### src/sv/smf_pkg.sv
// shared types for the sliding window median filter
// sequencer states, sorter commands and config register constants; no dependencies
package smf_pkg;

  localparam int CFG_W = 6;
  localparam logic [CFG_W-1:0] WL_RESET = 6'd5;

  typedef enum logic [3:0] {
    ST_IDLE,
    ST_FILL,
    ST_INS_BEGIN,
    ST_RB_RD,
    ST_RB_GO,
    ST_RB_WAIT,
    ST_RD_OLD,
    ST_DEL,
    ST_DEL_WAIT,
    ST_INS_WAIT,
    ST_MED,
    ST_EMIT,
    ST_NEXT
  } smf_state_t;

  typedef enum logic [1:0] {
    SORT_FILL,
    SORT_INSERT,
    SORT_DELETE,
    SORT_READ
  } smf_sort_op_t;

  typedef enum logic [2:0] {
    SS_IDLE,
    SS_FILL,
    SS_INS_CMP,
    SS_INS_PUT,
    SS_DEL_CMP,
    SS_RD_WAIT
  } smf_sort_state_t;

  typedef struct packed {
    logic         start;
    smf_sort_op_t op;
  } smf_sort_cmd_t;

endpackage

### src/sv/smf_sorter.sv
// sorted window store with one shared compare unit stepping over it
// fill, insert, delete and read of a descending list; depends on smf_pkg
module smf_sorter #(
  parameter int MAX_WINDOW   = 32,
  parameter int SAMPLE_WIDTH = 16
) (
  input  logic                                clk,
  input  logic                                rst_n,
  input  smf_pkg::smf_sort_cmd_t              cmd,
  input  logic [SAMPLE_WIDTH-1:0]             value,
  input  logic [$clog2(MAX_WINDOW+1)-1:0]     count,
  output logic                                busy,
  output logic [SAMPLE_WIDTH-1:0]             data
);
  import smf_pkg::*;

  localparam int IDX_W = $clog2(MAX_WINDOW);
  localparam int LEN_W = $clog2(MAX_WINDOW+1);

  logic [SAMPLE_WIDTH-1:0] mem [MAX_WINDOW];
  logic [SAMPLE_WIDTH-1:0] rd_r;

  smf_sort_state_t         state_r, state_nxt;
  logic [SAMPLE_WIDTH-1:0] val_r, val_nxt;
  logic [LEN_W-1:0]        cnt_r, cnt_nxt;
  logic [LEN_W-1:0]        j_r, j_nxt;
  logic                    found_r, found_nxt;
  logic [SAMPLE_WIDTH-1:0] data_r, data_nxt;

  logic                    we;
  logic [IDX_W-1:0]        wa;
  logic [SAMPLE_WIDTH-1:0] wd;
  logic [IDX_W-1:0]        ra;
  logic [LEN_W-1:0]        j_dec, j_dec2, j_inc, cnt_dec;

  assign j_dec   = j_r - LEN_W'(1);
  assign j_dec2  = j_r - LEN_W'(2);
  assign j_inc   = j_r + LEN_W'(1);
  assign cnt_dec = cnt_r - LEN_W'(1);

  always_ff @(posedge clk) begin
    if (we) begin
      mem[wa] <= wd;
    end
    rd_r <= mem[ra];
  end

  always_ff @(posedge clk) begin
    if (!rst_n) begin
      state_r <= SS_IDLE;
    end else begin
      state_r <= state_nxt;
    end
  end

  always_ff @(posedge clk) begin
    val_r   <= val_nxt;
    cnt_r   <= cnt_nxt;
    j_r     <= j_nxt;
    found_r <= found_nxt;
    data_r  <= data_nxt;
  end

  always_comb begin
    state_nxt = state_r;
    val_nxt   = val_r;
    cnt_nxt   = cnt_r;
    j_nxt     = j_r;
    found_nxt = found_r;
    data_nxt  = data_r;
    we        = 1'b0;
    wa        = j_r[IDX_W-1:0];
    wd        = val_r;
    ra        = j_r[IDX_W-1:0];
    case (state_r)
      SS_IDLE: begin
        if (cmd.start) begin
          val_nxt = value;
          cnt_nxt = count;
          case (cmd.op)
            SORT_FILL: begin
              j_nxt     = '0;
              state_nxt = SS_FILL;
            end
            SORT_INSERT: begin
              j_nxt = count;
              if (count == '0) begin
                state_nxt = SS_INS_PUT;
              end else begin
                ra        = IDX_W'(count - LEN_W'(1));
                state_nxt = SS_INS_CMP;
              end
            end
            SORT_DELETE: begin
              j_nxt     = '0;
              found_nxt = 1'b0;
              ra        = '0;
              state_nxt = SS_DEL_CMP;
            end
            SORT_READ: begin
              ra        = IDX_W'(count);
              state_nxt = SS_RD_WAIT;
            end
            default: begin
              state_nxt = SS_IDLE;
            end
          endcase
        end
      end
      SS_FILL: begin
        we    = 1'b1;
        j_nxt = j_inc;
        if (j_r == cnt_dec) begin
          state_nxt = SS_IDLE;
        end
      end
      SS_INS_CMP: begin
        // rd_r holds the entry just above the hole at j
        we = 1'b1;
        if ($signed(rd_r) < $signed(val_r)) begin
          wd    = rd_r;
          j_nxt = j_dec;
          if (j_r == LEN_W'(1)) begin
            state_nxt = SS_INS_PUT;
          end else begin
            ra = j_dec2[IDX_W-1:0];
          end
        end else begin
          state_nxt = SS_IDLE;
        end
      end
      SS_INS_PUT: begin
        we        = 1'b1;
        state_nxt = SS_IDLE;
      end
      SS_DEL_CMP: begin
        // once the victim is found every later entry moves up one slot
        if (found_r) begin
          we = 1'b1;
          wa = j_dec[IDX_W-1:0];
          wd = rd_r;
        end else if (rd_r == val_r) begin
          found_nxt = 1'b1;
        end
        if (j_r == cnt_dec) begin
          state_nxt = SS_IDLE;
        end else begin
          j_nxt = j_inc;
          ra    = j_inc[IDX_W-1:0];
        end
      end
      SS_RD_WAIT: begin
        data_nxt  = rd_r;
        state_nxt = SS_IDLE;
      end
      default: begin
        state_nxt = SS_IDLE;
      end
    endcase
  end

  assign busy = (state_r != SS_IDLE);
  assign data = data_r;

endmodule

### src/sv/sliding_window_median_filter.sv
// Running median filter over a sliding window of window_length samples.
// Samples enter on in_* (tdata: sample, tlast: last sample of a stream) and
// medians leave on out_* (tdata: median, tlast: last median this word causes).
// cfg_* writes the window length (2..MAX_WINDOW, clamped); write it only while
// the block is idle. The first word of a stream fills the window with copies
// of itself; the fill gives no output. Every later word is one insert, made
// by the delete and insert passes of the sorter, which steps its one comparator
// over the sorted store one entry per cycle. A word with tlast adds length/2
// more inserts. An insert gives a result once length/2 inserts have been made
// in the stream. The first insert after a length change rebuilds the sorted
// store from the ring. in_tready is high only while the block waits for a
// word. A stalled receiver holds the output register, and the block waits
// before its next result until that word is taken.
// Reset returns the length to 5 and marks the next word as a stream start.
module sliding_window_median_filter #(
  parameter int MAX_WINDOW   = 32,
  parameter int SAMPLE_WIDTH = 16
) (
  input  logic                                   clk,
  input  logic                                   rst_n,
  input  logic                                   in_tvalid,
  output logic                                   in_tready,
  input  logic [((SAMPLE_WIDTH+7)/8)*8-1:0]      in_tdata,   // sample
  input  logic                                   in_tlast,   // is_last
  output logic                                   out_tvalid,
  input  logic                                   out_tready,
  output logic [((SAMPLE_WIDTH+7)/8)*8-1:0]      out_tdata,  // median_value
  output logic                                   out_tlast,  // end_of_run
  input  logic                                   cfg_valid,
  output logic                                   cfg_ready,
  input  logic [smf_pkg::CFG_W-1:0]              cfg_data    // window_length
);
  import smf_pkg::*;

  localparam int DW    = ((SAMPLE_WIDTH+7)/8)*8;
  localparam int IDX_W = $clog2(MAX_WINDOW);
  localparam int LEN_W = $clog2(MAX_WINDOW+1);
  localparam int CMPW  = (LEN_W > CFG_W) ? LEN_W : CFG_W;

  logic [SAMPLE_WIDTH-1:0] ring [MAX_WINDOW];
  logic [SAMPLE_WIDTH-1:0] ring_rd_r;
  logic                    ring_we;
  logic [IDX_W-1:0]        ring_wa, ring_ra;
  logic [SAMPLE_WIDTH-1:0] ring_wd;

  smf_state_t              state_r, state_nxt;
  logic [CFG_W-1:0]        wl_r, wl_nxt;
  logic                    active_r, active_nxt;
  logic                    dirty_r, dirty_nxt;
  logic [IDX_W-1:0]        pos_r, pos_nxt;
  logic [LEN_W-1:0]        cnt_r, cnt_nxt;
  logic [LEN_W-1:0]        left_r, left_nxt;
  logic                    out_tvalid_r, out_tvalid_nxt;

  logic [SAMPLE_WIDTH-1:0] sample_r, sample_nxt;
  logic                    last_r, last_nxt;
  logic [LEN_W-1:0]        idx_r, idx_nxt;
  logic [SAMPLE_WIDTH-1:0] out_data_r, out_data_nxt;
  logic                    out_last_r, out_last_nxt;

  smf_sort_cmd_t           sort_cmd;
  logic [SAMPLE_WIDTH-1:0] sort_value;
  logic [LEN_W-1:0]        sort_count;
  logic                    sort_busy;
  logic [SAMPLE_WIDTH-1:0] sort_data;

  logic [CMPW-1:0]         wl_ext;
  logic [LEN_W-1:0]        len, half, len_dec, cnt_inc, pos_inc;
  logic                    in_acc, cfg_acc;

  smf_sorter #(
    .MAX_WINDOW   (MAX_WINDOW),
    .SAMPLE_WIDTH (SAMPLE_WIDTH)
  ) u_sorter (
    .clk   (clk),
    .rst_n (rst_n),
    .cmd   (sort_cmd),
    .value (sort_value),
    .count (sort_count),
    .busy  (sort_busy),
    .data  (sort_data)
  );

  // clamp the configured length to 2..MAX_WINDOW
  assign wl_ext = CMPW'(wl_r);
  always_comb begin
    if (wl_ext < CMPW'(2)) begin
      len = LEN_W'(2);
    end else if (wl_ext > CMPW'(MAX_WINDOW)) begin
      len = LEN_W'(MAX_WINDOW);
    end else begin
      len = LEN_W'(wl_ext);
    end
  end

  assign half    = len >> 1;
  assign len_dec = len - LEN_W'(1);
  assign cnt_inc = (cnt_r < LEN_W'(MAX_WINDOW)) ? cnt_r + LEN_W'(1) : cnt_r;
  assign pos_inc = LEN_W'(pos_r) + LEN_W'(1);

  assign in_tready = (state_r == ST_IDLE);
  assign in_acc    = in_tvalid && in_tready;
  assign cfg_ready = 1'b1;
  assign cfg_acc   = cfg_valid && cfg_ready;

  always_ff @(posedge clk) begin
    if (ring_we) begin
      ring[ring_wa] <= ring_wd;
    end
    ring_rd_r <= ring[ring_ra];
  end

  always_ff @(posedge clk) begin
    if (!rst_n) begin
      state_r      <= ST_IDLE;
      wl_r         <= WL_RESET;
      active_r     <= 1'b0;
      dirty_r      <= 1'b0;
      pos_r        <= '0;
      cnt_r        <= '0;
      left_r       <= '0;
      out_tvalid_r <= 1'b0;
    end else begin
      state_r      <= state_nxt;
      wl_r         <= wl_nxt;
      active_r     <= active_nxt;
      dirty_r      <= dirty_nxt;
      pos_r        <= pos_nxt;
      cnt_r        <= cnt_nxt;
      left_r       <= left_nxt;
      out_tvalid_r <= out_tvalid_nxt;
    end
  end

  always_ff @(posedge clk) begin
    sample_r   <= sample_nxt;
    last_r     <= last_nxt;
    idx_r      <= idx_nxt;
    out_data_r <= out_data_nxt;
    out_last_r <= out_last_nxt;
  end

  always_comb begin
    state_nxt      = state_r;
    wl_nxt         = wl_r;
    active_nxt     = active_r;
    dirty_nxt      = dirty_r;
    pos_nxt        = pos_r;
    cnt_nxt        = cnt_r;
    left_nxt       = left_r;
    out_tvalid_nxt = out_tvalid_r && !out_tready;
    sample_nxt     = sample_r;
    last_nxt       = last_r;
    idx_nxt        = idx_r;
    out_data_nxt   = out_data_r;
    out_last_nxt   = out_last_r;
    ring_we        = 1'b0;
    ring_wa        = pos_r;
    ring_wd        = sample_r;
    ring_ra        = pos_r;
    sort_cmd.start = 1'b0;
    sort_cmd.op    = SORT_INSERT;
    sort_value     = sample_r;
    sort_count     = len_dec;
    case (state_r)
      ST_IDLE: begin
        if (in_acc) begin
          sample_nxt = in_tdata[SAMPLE_WIDTH-1:0];
          last_nxt   = in_tlast;
          idx_nxt    = '0;
          if (active_r) begin
            left_nxt  = in_tlast ? half + LEN_W'(1) : LEN_W'(1);
            state_nxt = ST_INS_BEGIN;
          end else begin
            // stream start: sorter fills its store while the ring is swept here
            left_nxt       = in_tlast ? half : '0;
            sort_cmd.start = 1'b1;
            sort_cmd.op    = SORT_FILL;
            sort_value     = in_tdata[SAMPLE_WIDTH-1:0];
            sort_count     = LEN_W'(MAX_WINDOW);
            state_nxt      = ST_FILL;
          end
        end
      end
      ST_FILL: begin
        if (idx_r < LEN_W'(MAX_WINDOW)) begin
          ring_we = 1'b1;
          ring_wa = idx_r[IDX_W-1:0];
          idx_nxt = idx_r + LEN_W'(1);
        end else if (!sort_busy) begin
          active_nxt = 1'b1;
          dirty_nxt  = 1'b0;
          pos_nxt    = '0;
          cnt_nxt    = '0;
          state_nxt  = (left_r == '0) ? ST_IDLE : ST_INS_BEGIN;
        end
      end
      ST_INS_BEGIN: begin
        if (LEN_W'(pos_r) >= len) begin
          pos_nxt = '0;
        end
        idx_nxt   = '0;
        state_nxt = dirty_r ? ST_RB_RD : ST_RD_OLD;
      end
      ST_RB_RD: begin
        ring_ra   = idx_r[IDX_W-1:0];
        state_nxt = ST_RB_GO;
      end
      ST_RB_GO: begin
        sort_cmd.start = 1'b1;
        sort_cmd.op    = SORT_INSERT;
        sort_value     = ring_rd_r;
        sort_count     = idx_r;
        state_nxt      = ST_RB_WAIT;
      end
      ST_RB_WAIT: begin
        if (!sort_busy) begin
          if (idx_r == len_dec) begin
            dirty_nxt = 1'b0;
            state_nxt = ST_RD_OLD;
          end else begin
            idx_nxt   = idx_r + LEN_W'(1);
            state_nxt = ST_RB_RD;
          end
        end
      end
      ST_RD_OLD: begin
        state_nxt = ST_DEL;
      end
      ST_DEL: begin
        // ring_rd_r holds the oldest sample, now overwritten
        ring_we        = 1'b1;
        sort_cmd.start = 1'b1;
        sort_cmd.op    = SORT_DELETE;
        sort_value     = ring_rd_r;
        sort_count     = len;
        state_nxt      = ST_DEL_WAIT;
      end
      ST_DEL_WAIT: begin
        if (!sort_busy) begin
          sort_cmd.start = 1'b1;
          sort_cmd.op    = SORT_INSERT;
          state_nxt      = ST_INS_WAIT;
        end
      end
      ST_INS_WAIT: begin
        if (!sort_busy) begin
          pos_nxt = (pos_inc >= len) ? '0 : pos_inc[IDX_W-1:0];
          cnt_nxt = cnt_inc;
          if (cnt_inc >= half) begin
            sort_cmd.start = 1'b1;
            sort_cmd.op    = SORT_READ;
            sort_count     = half;
            state_nxt      = ST_MED;
          end else begin
            state_nxt = ST_NEXT;
          end
        end
      end
      ST_MED: begin
        if (!sort_busy) begin
          state_nxt = ST_EMIT;
        end
      end
      ST_EMIT: begin
        if (!out_tvalid_r || out_tready) begin
          out_tvalid_nxt = 1'b1;
          out_data_nxt   = sort_data;
          out_last_nxt   = (left_r == LEN_W'(1));
          state_nxt      = ST_NEXT;
        end
      end
      ST_NEXT: begin
        left_nxt = left_r - LEN_W'(1);
        if (left_r == LEN_W'(1)) begin
          if (last_r) begin
            active_nxt = 1'b0;
            pos_nxt    = '0;
            cnt_nxt    = '0;
          end
          state_nxt = ST_IDLE;
        end else begin
          state_nxt = ST_INS_BEGIN;
        end
      end
      default: begin
        state_nxt = ST_IDLE;
      end
    endcase
    if (cfg_acc) begin
      wl_nxt    = cfg_data;
      dirty_nxt = 1'b1;
    end
  end

  assign out_tvalid = out_tvalid_r;
  assign out_tdata  = DW'(out_data_r);
  assign out_tlast  = out_last_r;

endmodule

### config.mk
export PLATFORM = sky130hd
export DESIGN_NAME = sliding_window_median_filter
export DESIGN_NICKNAME = d
export VERILOG_FILES = /design/src/sv/smf_pkg.sv /design/src/sv/smf_sorter.sv /design/src/sv/sliding_window_median_filter.sv
export SDC_FILE = /design/constraint.sdc
export NUM_CORES = 2
export LEC_CHECK = 0
export BUFFER_PORTS_ARGS = -buffer_cell sky130_fd_sc_hd__buf_2
export CAP_MARGIN = 30
export CORE_UTILIZATION = 60
export DETAILED_ROUTE_END_ITERATION = 8
export PLACE_DENSITY = 0.76
export SLEW_MARGIN = 20
export SYNTH_ARGS = -nofsm -noshare
export SYNTH_HDL_FRONTEND = slang
export SYNTH_HIERARCHICAL = 1
export SYNTH_SLANG_ARGS = --single-unit
### constraint.sdc
create_clock -name clk -period 8.85 [get_ports clk]
set_input_delay 0.4425 -clock clk [delete_from_list [all_inputs] [get_ports clk]]
set_output_delay 0.4425 -clock clk [all_outputs]
set_load 0.01 [all_outputs]
==> results_dict.tcl <==
set metrics [dict create \
    nNetsFinal 3250 \
    synth.distinct_cells 90 \
    htree_levels 3 \
    synth-adder-area-share 0.0126 \
    rows 104 \
    grt_pass1_vias 27900 \
    synth_xor_xnor_area_share 0.00667 \
    syn_avg_cell_area_um2 16.2 \
    drc 0 \
    hold_depth 3 \
    timing.rr.end "u_sorter/rd_r[6]" \
    peakVddDrop_v 0.000284 \
    leakage_uw 0.0198 \
    wire_per_inst_um 27.9 \
    grt_pass1_wl_um 177000 \
    sw_frac_of_total 0.337 \
    cts_root_buf "clkbuf_16" \
    start_util 0.610 \
    yosys_warnings 6 \
    criticalPathCategory "flip-flop to flip-flop" \
    rrSetupSlack_ns 1.72 \
    skew_ns 0.0553 \
    fin_setup_tns_ns 0 \
    num-fill-cells 5344 \
    die_w_um 289 \
    p_seq_frac 0.415 \
    worstPathRequired_ns 9.47 \
    status "completed" \
    period_needed_ns 7.13 \
    synth_compound_area_frac 0.0688 \
    synth_top_area_cell "edfxtp_1" \
    firstDrtPassIters 7 \
    io_pins 48 \
    yosys-top-cells-area "edfxtp_1 67%, mux2i_1 9.3%, mux2_2 4.8%" \
    hold_path_end "wl_ext[4]" \
    gp_congestion 0.909 \
    cp.arrival_ns 7.74 \
    clk_latency_ns 0.70 \
    wl_met2_um 57800 \
    instances_no_fill 4330 \
    ctsResizeCount 0 \
    ant_nets 0 \
    hold_violations 0 \
    synth_common_cells "1109 x edfxtp_1, 460 x mux2i_1, 210 x mux2_2" \
    startpoint_type "flip-flop" \
    min-delay-start "cfg_data[4]" \
    grt_overflow 0 \
    path_clk_slew_ns 0.06 \
    place.port_buffers 46 \
    num_vias 28400 \
    fin_crit_sh 0.805 \
    ys_seq_area_frac 0.701 \
    die-area_mm2 0.0834 \
    synth_nets 3119 \
    fmax_mhz 140 \
    worst_pin_slew_ns 1.01 \
    numCtsBuffers 113 \
    synth_top_cell_area_share 0.675 \
    core_area_mm2 0.0809 \
    synth-seq-cells 1174 \
    regToRegStartpoint "wl_ext[3]" \
    synthFlopType "edfxtp_1" \
    synthMuxAreaShare 0.142 \
    pwr-share-clk 0.257 \
    p_comb_frac 0.328 \
    rr_worst_depth 23 \
    routed_wl_um 121000 \
    relSlewSlack 0.327 \
    post_synth_and_or_nand_nor_area_fraction 0.0460 \
    setup_viol_count_final 0 \
    cp_max_fo 53 \
    place_area_mm2 0.0513 \
    syn2layout_area_growth_pct 11.7 \
    grt_max_degree 117 \
    synth_edf_count 1109 \
    drv_cap 0 \
    drtIter0Drc 3178 \
    max-clock-path-buffers 3 \
    min_path_type "input port to flip-flop" \
    p_per_area_mw_per_mm2 330 \
    hpwl_um 75700 \
    net-switching-power_uw 6130 \
    power.internal_uw 12100 \
    syn_inst 3043 \
    place_inst 4097 \
    grt.total_usage 0.289 \
    layout-drive-gt1-share 0.183 \
    ys_async_sr_fraction 0 \
    synth_top_family_by_area "multiplexers" \
    cts_sinks 1174 \
    cp-end-kind "flip-flop" \
    dr_wl_met3_um 10100 \
    finalMaxSlewViolations 0 \
    fin_area_mm2 0.0551 \
    yosysMostFrequentCell "edfxtp_1" \
    diodes 0 \
    cts_tree "done" \
    top_layer "met5" \
    syn_area_mm2 0.0493 \
    wl_met1_um 48700 \
    fp.dieH_um 289 \
    antenna_found_initial 2 \
    power_uw 18200 \
    rsz0062_at_grt "false" \
    vias_per_cell 6.55 \
]
==> critical path, cell delays in order (launching register included) <==
cell and delay (ns):
dfxtp_1 0.40, nor3_1 0.23, nor2_1 0.07, nor2_1 0.40
ha_1 0.32, nand2b_1 0.14, a21o_1 0.18, a211oi_1 0.22
o21a_1 0.22, nor4_1 0.08, buf_4 0.21, a222oi_1 0.28
o21ai_0 0.35, or4b_1 0.61, or2_2 0.34, nand2_1 0.08
o21ai_0 0.08, nand3_1 0.11, a32oi_1 0.15, nand2_4 0.57
buf_4 0.79, mux2_2 0.41, a2bb2oi_1 0.43, and4_1 0.29
==> power groups by stage <==
| stage | Combinational [uW] | Clock [uW] | Sequential (uW) |
|---|---|---|---|
| 2_1_floorplan | 4180 | 0 | 7440 |
| 3_3_place_gp | 5430 | 0 | 7720 |
| 3_5_place_dp | 5810 | 0 | 7660 |
| 4_1_cts | 5850 | 4710 | 7540 |
| 5_1_grt | 6290 | 4920 | 7570 |
| 6_report | 5970 | 4680 | 7540 |
==> logic make-up after synthesis <==
family | after synthesis
fa+ha+maj | 50
mux | 671
buf+inv | 214
xor+xnor | 36
simple gates | 439
flops | 1174
other cells | 1
compound gates | 458
==> final cells by class <==
type / instances / area (um2) / share of cell area
Inverter: 51 / 191 / 0.00347
Sequential cell: 1174 / 34600 / 0.628
Clock inverter: 63 / 559 / 0.0101
Timing Repair Buffer: 179 / 1620 / 0.0294
Clock buffer: 148 / 3040 / 0.0552
Multi-Input combinational cell: 1655 / 13800 / 0.250
Tap cell: 1060 / 1330 / 0.0241
==> worst max path at each step <==
stage | start | to | slack [ns] | cells past startpoint
2_1_floorplan | wl_ext[3] | u_sorter/rd_r[3] | 3.61 | 28
5_1_grt | wl_ext[3] | u_sorter/rd_r[6] | 1.32 | 23
6_report | wl_ext[3] | u_sorter/rd_r[6] | 1.72 | 23
3_5_place_dp | wl_ext[3] | u_sorter/rd_r[6] | 2.01 | 23
3_3_place_gp | wl_ext[3] | u_sorter/rd_r[6] | 2.07 | 23
4_1_cts | wl_ext[3] | u_sorter/rd_r[6] | 1.89 | 23
==> stage by stage <==
step / utilization / hold slack (ns) / setup WS (ns)
CTS: 0.680 / 0.00961 / 1.89
global route: 0.681 / 0.0193 / 1.32
global placement: 0.627 / 0.405 / 2.07
floorplan: - / 0.400 / 3.61
detailed placement: 0.634 / 0.406 / 2.01
finish: 0.681 / 0.0448 / 1.72
==> layout by cell type, fill, tap and decap left out, types with 23 or more instances in the layout <==
cell / instances
buf_4: 80
a21oi_1: 45
nor2b_1: 27
clkbuf_16: 114
buf_8: 23
a221oi_1: 47
edfxtp_1: 1109
nand2_1: 101
buf_2: 47
clkbuf_1: 28
o22ai_1: 86
ha_1: 48
inv_1: 49
a2bb2oi_1: 33
clkinv_1: 31
o21ai_0: 42
mux2i_1: 459
a22oi_1: 37
nor3_1: 23
nor2_1: 107
mux2_2: 210
a221o_1: 34
xnor2_1: 24
dfxtp_1: 65
==> sequential cells by signal (all words and copies together) (netlist names), 6 cells and up <==
register        count
wl_ext              6
u_sorter/rd_r      16
out_tdata          16
u_sorter/val_r     16
u_sorter/data      16
ring              512
ring_rd_r          16
u_sorter/mem      512
cnt_r               6
u_sorter/j_r        6
u_sorter/cnt_r      6
idx_r               6
left_r              6
ring_wd            16
==> routing by layer <==
layer  vias up  track usage
met2      1402        0.467
li1      12300            -
met3       221       0.0469
met5         -            0
met1     14400        0.401
met4         2        0.103
==> repair_timing <==
| action | 4_1_cts | 5_1_grt |
|---|---|---|
| hold buffers | 15 | 0 |
| buffers inserted | 0 | 0 |
| hold endpoints to repair | 15 | 0 |
(Power assumes the default switching activity.)
